**config.mk**
```make
export PLATFORM = sky130hd
export DESIGN_NAME = modular_exponentiation_core
export DESIGN_NICKNAME = d
export VERILOG_FILES = /design/src/rtl/mexp_pkg.sv /design/src/rtl/modular_exponentiation_core.sv
export SDC_FILE = /design/constraint.sdc
export NUM_CORES = 2
export LEC_CHECK = 0
export BUFFER_PORTS_ARGS = -buffer_cell sky130_fd_sc_hd__buf_2
export CAP_MARGIN = 20
export CORE_MARGIN = 10
export CORE_UTILIZATION = 40
export CTS_CLUSTER_SIZE = 12
export DETAILED_ROUTE_END_ITERATION = 7
export PLACE_DENSITY = 0.55
export SYNTH_ARGS = -nofsm -noshare
export SYNTH_HDL_FRONTEND = slang
export SYNTH_SLANG_ARGS = --single-unit
export TNS_END_PERCENT = 5
```
**constraint.sdc**
```tcl
create_clock -name clk -period 20.6 [get_ports clk]
set_input_delay 2.06 -clock clk [delete_from_list [all_inputs] [get_ports clk]]
set_output_delay 2.06 -clock clk [all_outputs]
set_load 0.02 [all_outputs]
```
**src/rtl/mexp_pkg.sv**
```systemverilog
// Shared types and constants for the modular exponentiation core.
// Holds the configuration bus widths and register map; depends on nothing.
`default_nettype none

package mexp_pkg;

	// The configuration port carries 64-bit beats, since both registers exceed 32 bits.
	localparam int unsigned DATA_W = 64;
	localparam int unsigned ADDR_W = 4;

	// Registers lie at 8-byte steps, so this address bit selects the register.
	localparam int unsigned REG_SEL_BIT = 3;

	typedef logic [DATA_W-1:0] apb_data_t;
	typedef logic [ADDR_W-1:0] apb_addr_t;

	typedef enum logic {
		REG_EXPONENT = 1'b0,
		REG_MODULUS  = 1'b1
	} reg_idx_t;

endpackage

`default_nettype wire

```
**src/rtl/modular_exponentiation_core.sv**
```systemverilog
// Modular exponentiation core: power = base ^ exponent mod modulus, bit-serial datapath.
// Depends on mexp_pkg for the configuration bus types and the register map.
//
// Usage:
// The exponent (byte address 0) and the modulus (byte address 8) are written through
// the APB-style port while the core is idle. Each register is OPERAND_WIDTH bits wide
// and reads back zero-extended. After reset the exponent is 0 and the modulus is 1.
// A beat on the input channel (in_valid, in_stall, base) carries one base value. The
// core raises in_stall for as long as it works on that base, so it holds one item at
// a time. The base is first reduced by the modulus one bit per cycle. Then for each
// exponent bit one round runs two shift-and-add modular products side by side: the
// square of the running power of the base, and the product of the accumulator with
// it. Both share one doubling register. A final step moves the result to the output
// register.
// The output channel (out_valid, out_stall, power) is driven from a register. While the
// receiver stalls, the result stays put and the next base is accepted and computed. A
// finished result waits in its final step until the output register is free.
// Reset clears the control state, drops the output valid and restores the configuration registers.
`default_nettype none

module modular_exponentiation_core #(
	parameter int unsigned OPERAND_WIDTH = 56
) (
	input  wire                          clk,
	input  wire                          arst_n,
	// Configuration port
	input  wire                          psel,
	input  wire                          penable,
	input  wire                          pwrite,
	input  wire  mexp_pkg::apb_addr_t    paddr,
	input  wire  mexp_pkg::apb_data_t    pwdata,
	output mexp_pkg::apb_data_t          prdata,
	output logic                         pready,
	// Input channel
	input  wire                          in_valid,
	output logic                         in_stall,
	input  wire  [OPERAND_WIDTH-1:0]     base,
	// Output channel
	output logic                         out_valid,
	input  wire                          out_stall,
	output logic [OPERAND_WIDTH-1:0]     power
);

	localparam int unsigned W     = OPERAND_WIDTH;
	localparam int unsigned CNT_W = $clog2(W);
	localparam logic [CNT_W-1:0] LAST = CNT_W'(W - 1);

	typedef enum logic [1:0] {
		S_IDLE,
		S_REDUCE,
		S_MUL,
		S_DRAIN
	} state_t;

	// (x + y) mod m, valid for x, y < m.
	function automatic logic [W-1:0] add_mod(input logic [W-1:0] x, input logic [W-1:0] y,
			input logic [W-1:0] m);
		logic [W:0] s;
		s = {1'b0, x} + {1'b0, y};
		if (s >= {1'b0, m}) begin
			s = s - {1'b0, m};
		end
		return s[W-1:0];
	endfunction

	// Configuration registers
	logic [W-1:0] exponent_q;
	logic [W-1:0] modulus_q;

	// Control state
	state_t           state_q;
	logic [CNT_W-1:0] step_q;
	logic [CNT_W-1:0] round_q;
	logic             out_valid_q;

	// Datapath registers
	logic [W-1:0] base_sh_q;   // base, shifted out MSB first during the reduction
	logic [W-1:0] r_q;         // partial remainder of the base
	logic [W-1:0] exp_sh_q;    // exponent, one bit consumed per round
	logic [W-1:0] acc_q;       // running result
	logic [W-1:0] d_q;         // shared multiplicand, doubled mod m on every step but the last of a round
	logic [W-1:0] ba_q;        // multiplier bits of acc * square
	logic [W-1:0] bb_q;        // multiplier bits of square * square
	logic [W-1:0] pa_q;        // partial product acc * square
	logic [W-1:0] pb_q;        // partial product square * square
	logic [W-1:0] power_q;

	logic             cfg_write;
	logic             step_last;
	logic             round_last;
	logic             out_free;
	logic [W:0]       r_trial;
	logic [W-1:0]     r_next;
	logic [W-1:0]     d_next;
	logic [W-1:0]     pa_next;
	logic [W-1:0]     pb_next;
	logic [W-1:0]     acc_init;
	logic [W-1:0]     acc_new;

	// ---------------------------------------------------------------------
	// Configuration port. Writes complete in the access phase; pready is tied high.
	// ---------------------------------------------------------------------
	assign pready    = 1'b1;
	assign cfg_write = psel && penable && pwrite && pready;

	always_ff @(posedge clk or negedge arst_n) begin
		if (!arst_n) begin
			exponent_q <= '0;
			modulus_q  <= W'(1);
		end else if (cfg_write) begin
			unique case (mexp_pkg::reg_idx_t'(paddr[mexp_pkg::REG_SEL_BIT]))
				mexp_pkg::REG_EXPONENT: exponent_q <= pwdata[W-1:0];
				mexp_pkg::REG_MODULUS:  modulus_q  <= pwdata[W-1:0];
				default:                exponent_q <= exponent_q;
			endcase
		end
	end

	always_comb begin
		unique case (mexp_pkg::reg_idx_t'(paddr[mexp_pkg::REG_SEL_BIT]))
			mexp_pkg::REG_EXPONENT: prdata = mexp_pkg::apb_data_t'(exponent_q);
			mexp_pkg::REG_MODULUS:  prdata = mexp_pkg::apb_data_t'(modulus_q);
			default:                prdata = '0;
		endcase
	end

	// ---------------------------------------------------------------------
	// Datapath combinational steps.
	// ---------------------------------------------------------------------
	assign step_last  = (step_q == LAST);
	assign round_last = (round_q == LAST);
	assign out_free   = !out_valid_q || !out_stall;

	// Base reduction: shift in the next base bit and subtract the modulus once if needed.
	// The remainder stays below the modulus, so one compare and subtract suffices.
	assign r_trial = {r_q, base_sh_q[W-1]};
	assign r_next  = (r_trial >= {1'b0, modulus_q}) ? W'(r_trial - {1'b0, modulus_q})
	                                                : r_trial[W-1:0];

	// Both products multiply the same square, so a single doubling register serves both.
	assign d_next  = add_mod(d_q, d_q, modulus_q);
	assign pa_next = ba_q[0] ? add_mod(pa_q, d_q, modulus_q) : pa_q;
	assign pb_next = bb_q[0] ? add_mod(pb_q, d_q, modulus_q) : pb_q;

	assign acc_init = (modulus_q == W'(1)) ? '0 : W'(1);
	assign acc_new  = exp_sh_q[0] ? pa_next : acc_q;

	// ---------------------------------------------------------------------
	// Sequencer: state, counters and the output valid.
	// ---------------------------------------------------------------------
	always_ff @(posedge clk or negedge arst_n) begin
		if (!arst_n) begin
			state_q     <= S_IDLE;
			step_q      <= '0;
			round_q     <= '0;
			out_valid_q <= 1'b0;
		end else begin
			// A new result takes the output register as the old one leaves it.
			if (state_q == S_DRAIN && out_free) begin
				out_valid_q <= 1'b1;
			end else if (out_valid_q && !out_stall) begin
				out_valid_q <= 1'b0;
			end
			unique case (state_q)
				S_IDLE: begin
					if (in_valid) begin
						state_q <= S_REDUCE;
						step_q  <= '0;
					end
				end
				S_REDUCE: begin
					if (step_last) begin
						state_q <= S_MUL;
						step_q  <= '0;
						round_q <= '0;
					end else begin
						step_q <= step_q + CNT_W'(1);
					end
				end
				S_MUL: begin
					if (step_last) begin
						step_q <= '0;
						if (round_last) begin
							state_q <= S_DRAIN;
						end else begin
							round_q <= round_q + CNT_W'(1);
						end
					end else begin
						step_q <= step_q + CNT_W'(1);
					end
				end
				S_DRAIN: begin
					if (out_free) begin
						state_q <= S_IDLE;
					end
				end
				default: state_q <= S_IDLE;
			endcase
		end
	end

	// ---------------------------------------------------------------------
	// Datapath registers. No reset: every value is loaded before it is used.
	// ---------------------------------------------------------------------
	always_ff @(posedge clk) begin
		case (state_q)
			S_IDLE: begin
				if (in_valid) begin
					base_sh_q <= base;
					r_q       <= '0;
					exp_sh_q  <= exponent_q;
				end
			end
			S_REDUCE: begin
				base_sh_q <= base_sh_q << 1;
				r_q       <= r_next;
				if (step_last) begin
					// The reduced base is the first square; start round zero.
					d_q   <= r_next;
					bb_q  <= r_next;
					acc_q <= acc_init;
					ba_q  <= acc_init;
					pa_q  <= '0;
					pb_q  <= '0;
				end
			end
			S_MUL: begin
				if (step_last) begin
					// Round done: keep the product where the exponent bit is set, and
					// restart both products on the new square.
					acc_q    <= acc_new;
					ba_q     <= acc_new;
					d_q      <= pb_next;
					bb_q     <= pb_next;
					pa_q     <= '0;
					pb_q     <= '0;
					exp_sh_q <= exp_sh_q >> 1;
				end else begin
					d_q  <= d_next;
					pa_q <= pa_next;
					pb_q <= pb_next;
					ba_q <= ba_q >> 1;
					bb_q <= bb_q >> 1;
				end
			end
			S_DRAIN: begin
				if (out_free) begin
					power_q <= (modulus_q == '0) ? '0 : acc_q;
				end
			end
			default: begin
			end
		endcase
	end

	assign in_stall  = (state_q != S_IDLE);
	assign out_valid = out_valid_q;
	assign power     = power_q;

`ifndef ASSERT_OFF
	// An accepted beat starts the reduction from its first bit.
	a_accept_starts: assert property (@(posedge clk) disable iff (!arst_n)
		in_valid && !in_stall |=> state_q == S_REDUCE && step_q == '0)
		else $error("accepted base did not start the reduction");

	// A result appears only when the final step hands it over.
	a_valid_from_drain: assert property (@(posedge clk) disable iff (!arst_n)
		$rose(out_valid_q) |-> $past(state_q) == S_DRAIN)
		else $error("output valid rose outside the final step");

	// Each round starts both partial products from zero.
	a_round_clear: assert property (@(posedge clk) disable iff (!arst_n)
		state_q == S_MUL && step_q == '0 |-> pa_q == '0 && pb_q == '0)
		else $error("partial products not cleared at round start");

	// The squaring multiplier and the shared multiplicand start from the same square.
	a_square_operands: assert property (@(posedge clk) disable iff (!arst_n)
		state_q == S_MUL && step_q == '0 |-> bb_q == d_q)
		else $error("square operands differ at round start");
`endif

endmodule

`default_nettype wire
```
== Word level (Yosys, flattened, before mapping) ==
Cells that the tools add are included.

* Register bits after elaboration: 687
* Bits of input ports: 131
* Output and inout bits: 123

* Add/subtract/negate cells: 9
* Order comparisons: 4
* Equal/unequal tests: 12
* Muxes and demuxes: 46
* Bitwise gates (word level): 1
* Reduce and logical (&&, ||, !) cells: 26

{| class="wikitable"
|+ Operator list
! operator !! number
|-
| two-way mux 56 bit || 20
|-
| case mux 56 bit (2 select lines) || 9
|-
| >= comparator 57 x 56 -> 1 bit || 4
|-
| subtractor 56 bit || 4
|-
| adder 56 x 56 -> 57 bit || 3
|-
| case mux 64 bit (2 select lines) || 1
|-
| equality test 56 x 1 -> 1 bit (second input constant) || 1
|-
| logical NOT 56 bit || 1
|-
| two-way mux 6 bit || 5
|-
| case mux 6 bit (2 select lines) || 2
|-
| adder 6 x 1 -> 6 bit (second input constant) || 2
|-
| equality test 6 bit (second input constant) || 2
|-
| inequality test 2 bit (second input constant) || 6
|-
| AND reduction 2 bit || 6
|-
| nonzero test 2 bit || 6
|-
| two-way mux 2 bit || 5
|-
| case mux 2 bit (4 select lines) || 1
|-
| AND reduction 3 bit || 2
|-
| AND reduction 5 bit || 1
|-
| equality test 2 bit (second input constant) || 2
|-
| logical AND 1 bit || 4
|-
| AND reduction 4 bit || 1
|-
| two-way mux 1 bit || 3
|-
| equality test 2 x 1 -> 1 bit (second input constant) || 1
|-
| other kinds (5) || 6
|}

== Longest topological paths before layout ==
* Depth after elaboration: 7
* Gate-level depth with buffers: 27
* Gate-level depth less buffers: 24

== Worst setup path after synthesis ==
OpenSTA, ideal clock, no wires.

* Path type: register to register
* Start point: register state_q[0]
* End point: register ba_q[0] (enable)
* Data arrival time: 20.909 ns
* Required time: 19.291 ns
* Path slack: -1.618 ns
* Stages on the path, launching flop included: 8
* Path buffers: 3
* Clock period less this slack: 22.218 ns
* Cells stage by stage: dfrtp_1 > inv_1 > ha_1 > clkbuf_1 > inv_1 > clkbuf_1 > clkbuf_1 > o21ai_0

* Word-level cells in the longest chain between the ends: 3

{| class="wikitable"
|+ RTL lines
! element !! line !! source
|-
| start: declaration || modular_exponentiation_core.sv:71 || <nowiki>state_t state_q;</nowiki>
|-
| start signal: assignment || modular_exponentiation_core.sv:153 || <nowiki>state_q <= S_IDLE;</nowiki>
|-
| start signal: assignment || modular_exponentiation_core.sv:167 || <nowiki>state_q <= S_REDUCE;</nowiki>
|-
| start signal: assignment || modular_exponentiation_core.sv:173 || <nowiki>state_q <= S_MUL;</nowiki>
|-
| equality test 2 x 1 -> 1 bit or equality test 2 bit (tied branches) || modular_exponentiation_core.sv:206 || <nowiki>case (state_q)</nowiki>
|-
| inequality test 2 bit (no source line) or nonzero test 2 bit (tied branches) || n/a ||
|-
| AND reduction 2 bit (no source line) (*) || n/a ||
|-
| end signal: assignment || modular_exponentiation_core.sv:222 || <nowiki>ba_q <= acc_init;</nowiki>
|-
| end signal: assignment || modular_exponentiation_core.sv:232 || <nowiki>ba_q <= acc_new;</nowiki>
|-
| end signal: assignment || modular_exponentiation_core.sv:242 || <nowiki>ba_q <= ba_q >> 1;</nowiki>
|-
| end: declaration || modular_exponentiation_core.sv:82 || <nowiki>logic [W-1:0] ba_q;</nowiki>
|}

Mark *: on every way between the ends. The rest lies on a longest branch, timed or not.
A chain may end at the register's enable or synchronous reset.

== Worst setup path in the final report ==
* Start point: register d_q[6]
* End point: register bb_q[42] (data pin)

* Word-level cells in the longest chain between the ends: 6

{| class="wikitable"
|+ RTL lines
! element !! line !! source
|-
| start: declaration || modular_exponentiation_core.sv:81 || <nowiki>logic [W-1:0] d_q;</nowiki>
|-
| start signal: assignment || modular_exponentiation_core.sv:219 || <nowiki>d_q <= r_next;</nowiki>
|-
| start signal: assignment || modular_exponentiation_core.sv:233 || <nowiki>d_q <= pb_next;</nowiki>
|-
| start signal: assignment || modular_exponentiation_core.sv:239 || <nowiki>d_q <= d_next;</nowiki>
|-
| adder 56 x 56 -> 57 bit (*) || modular_exponentiation_core.sv:59 || <nowiki>s = {1'b0, x} + {1'b0, y};</nowiki>
|-
| subtractor 56 bit or >= comparator 57 x 56 -> 1 bit (tied branches) || modular_exponentiation_core.sv:61, modular_exponentiation_core.sv:60 ||
|-
| two-way mux 56 bit (*) || modular_exponentiation_core.sv:60 || <nowiki>if (s >= {1'b0, m}) begin</nowiki>
|-
| two-way mux 56 bit (*) || modular_exponentiation_core.sv:143 || <nowiki>assign pb_next = bb_q[0] ? add_mod(pb_q, d_q, modulus_q) : pb_q;</nowiki>
|-
| two-way mux 56 bit (*) || modular_exponentiation_core.sv:228 || <nowiki>if (step_last) begin</nowiki>
|-
| case mux 56 bit (2 select lines) (*) || modular_exponentiation_core.sv:206 ||
|-
| end signal: assignment || modular_exponentiation_core.sv:220 || <nowiki>bb_q <= r_next;</nowiki>
|-
| end signal: assignment || modular_exponentiation_core.sv:234 || <nowiki>bb_q <= pb_next;</nowiki>
|-
| end signal: assignment || modular_exponentiation_core.sv:243 || <nowiki>bb_q <= bb_q >> 1;</nowiki>
|-
| end: declaration || modular_exponentiation_core.sv:83 || <nowiki>logic [W-1:0] bb_q;</nowiki>
|}

Marked as above.

==> results.py <==
metrics = {
    "global_route": {
        "grt_pass1_wl_mm": 283,
        "grt_usage_pct": 24.9,
        "grt_max_degree": 147,
        "antenna_found_initial": 13,
        "grt_remaining_overflow": 0,
        "grt_pass1_vias": 43100,
    },
    "clocking": {
        "clk_pin_slew_worst_paths_ns": 0.06,
        "cts_tree": "yes",
        "insertion_delay_ns": 0.71,
        "numCtsBuffers": 82,
        "hold_buffers": 0,
        "clock_path_buffers": 3,
        "htree_levels": 3,
        "cts.sinks": 687,
        "cts_setup_buffers": 0,
        "post_cts_resized": 0,
        "cts_root_buf": "clkbuf_16",
    },
    "timing": {
        "relSlewSlack_pct": 13.8,
        "rsz0062_at_grt": "false",
        "skew_ns": 0.0600,
        "hold_violations": 0,
        "drv_slew": 0,
        "setup_viol": 0,
        "fmax_mhz": 122,
        "tightest_slew_ns": 1.28,
        "min_period_over_period_pct": 39.7,
        "setup_tns_ns": 0,
        "post-route-min-period_ns": 8.17,
    },
    "worst_setup_path": {
        "crit_family": "compound AO/OA/AOI/OAI gates",
        "cp.required_ns": 21.03,
        "max_stage_delay_ns": 0.93,
        "slowest_stage": "a2111oi_0",
        "end_kind": "flip-flop",
        "arrival_ns": 8.60,
        "crit_chain": "ha_1, a2111oi_0, o21ai_1, a32oi_1, a211oi_2, o21ai_0, a31oi_1, a211oi_1, xnor2_1, ha_1, a21oi_1, nor2b_1, a2111oi_0, o31ai_1, a211o_1, a211oi_2, and3_4, nor2_2, a221o_1, a221o_1",
        "start_kind": "flip-flop",
        "crit_type": "flip-flop to flip-flop",
        "path_buf_inv": 0,
        "crit_fanout": 57,
    },
    "route": {
        "drc_errors": 0,
        "dr_wl_met3_mm": 11.9,
        "routed_wirelength_mm": 192,
        "wl_met2_mm": 86.4,
        "initialDrtViolationCount": 4229,
        "dr.pass1.iters": 5,
        "num_vias": 45400,
        "drtAntennaViolNets": 0,
        "wl_per_cell_um": 25.5,
        "highest_layer": "met5",
        "vias_per_cell": 6.04,
        "wl_met1_mm": 87.8,
    },
    "place": {
        "place.gp.congestion": 0.942,
        "dp.cells": 7369,
        "dp_hpwl_mm": 149,
        "io_buffer_count": 233,
    },
    "finish": {
        "drive_gt1_share_pct": 14.7,
        "nets": 6180,
        "synthToLayoutAreaGrowth_pct": 9.71,
        "layout.cells.non_filler": 7524,
    },
    "die": {
        "start_util_pct": 40.3,
        "row_count": 133,
        "fp.dieArea_um2": 148000,
        "io_pins": 254,
        "core_um2": 132000,
        "die_width_um": 384,
        "die_h_um": 384,
    },
    "synth": {
        "avgSynthCellArea_um2": 9.38,
        "synth_fa_ha_area_share_pct": 8.28,
        "yosysMostFrequentCell": "edfxtp_1",
        "yosys_register_bits": 687,
        "yosysTopAreaCell": "edfxtp_1",
        "muxShareOfSynthArea_pct": 7.47,
        "synth-compound-area-share_pct": 22.5,
        "synth_top_area_share_pct": 31.6,
        "yosysSeqAreaShare_pct": 37.6,
        "synthTopCellsByArea": "edfxtp_1, ha_1, mux2_2",
        "synth_enable_flop_cells": 560,
        "synth_top_family_by_area": "compound AO/OA/AOI/OAI gates",
        "synth_commonest_cells": "edfxtp_1, nor2_1, a21oi_1",
        "postSynth.asyncResetShare_pct": 18.5,
        "syn_area_um2": 53100,
        "netlist_instances": 5663,
        "synth_xor_area_share_pct": 4.71,
        "yosys.area_share.simple_pct": 15.5,
        "ys.flop_type": "edfxtp_1",
        "yosys_warnings": 0,
        "synth_cell_type_count": 116,
    },
    "min_path": {
        "hold_class": "flip-flop to flip-flop",
    },
    "run_status": {
        "status": "finished, final reports clean",
    },
    "flow_run": {
        "cap_viol_max_count": 0,
    },
}
-- routing by layer --
layer / track usage, % / up-vias
met3: 3.74 / 229
met4: 7.05 / 14
met1: 35.2 / 22300
li1: - / 21500
met2: 39.4 / 1426
met5: 0 / -
-- stage by stage --
stage | util (%) | hold WS (ns) | area (um2) | setup WS, ns
floorplan | - | 0.482 | 53200 | 5.96
global placement | 42.2 | 0.497 | 55600 | 12.66
detailed placement | 42.2 | 0.502 | 55600 | 12.63
CTS | 44.2 | 0.509 | 58300 | 12.55
global route | 44.2 | 0.527 | 58300 | 12.15
finish | 44.2 | 0.504 | 58300 | 12.43
-- path summary, 6_finish.rpt --
| path | slack [ns] | depth (start not counted) | start | end |
|---|---|---|---|---|
| hold reg to reg | 0.50 | 2 | bb_q[16] | bb_q[15] |
| max in group asynchronous | 17.81 | 2 | arst_n | modulus_q[9] |
| hold / removal | 0.50 | 2 | bb_q[16] | bb_q[15] |
| min in group asynchronous | 1.32 | 1 | arst_n | step_q[0] |
| setup reg to reg | 12.43 | 20 | d_q[6] | bb_q[42] |
| setup / recovery | 12.43 | 20 | d_q[6] | bb_q[42] |
-- worst reg2reg max path, cell delays in order (launching register included) --
cell and delay (ns):
edfxtp_1 0.54, ha_1 0.43, a2111oi_0 0.35, o21ai_1 0.17, a32oi_1 0.45, a211oi_2 0.23
o21ai_0 0.88, a31oi_1 0.31, a211oi_1 0.34, xnor2_1 0.14, ha_1 0.26, a21oi_1 0.16
nor2b_1 0.05, a2111oi_0 0.93, o31ai_1 0.28, a211o_1 0.33, a211oi_2 0.34, and3_4 0.73
nor2_2 0.24, a221o_1 0.43, a221o_1 0.33
-- final cells by class --
class / instances / area, um2
Antenna cell: 2 / 5.00
Clock buffer: 110 / 2220
Clock inverter: 40 / 465
Fill cell: 13000 / 73500
Inverter: 162 / 611
Multi-Input combinational cell: 4481 / 31200
Sequential cell: 687 / 20000
Tap cell: 1755 / 2200
Timing Repair Buffer: 287 / 1600
-- logic make-up after synthesis --
kind of cell,after synthesis
xor+xnor,286
compound gates,1780
buf+inv,502
other cells,2
fa+ha+maj,348
simple gates,1700
flops,687
mux,358
-- cells in the final DEF (no fill, tap or decap), types with 158 or more instances in the layout --
master	instances
nor2_1	496
o21ai_0	345
a21o_1	159
nand2_1	447
mux2_2	292
buf_2	233
xnor2_1	158
edfxtp_1	560
ha_1	340
a21oi_1	469
Power is left out: the tool's default activity adds up to more than one toggle a clock period on the data nets, which glitch-free logic cannot reach.
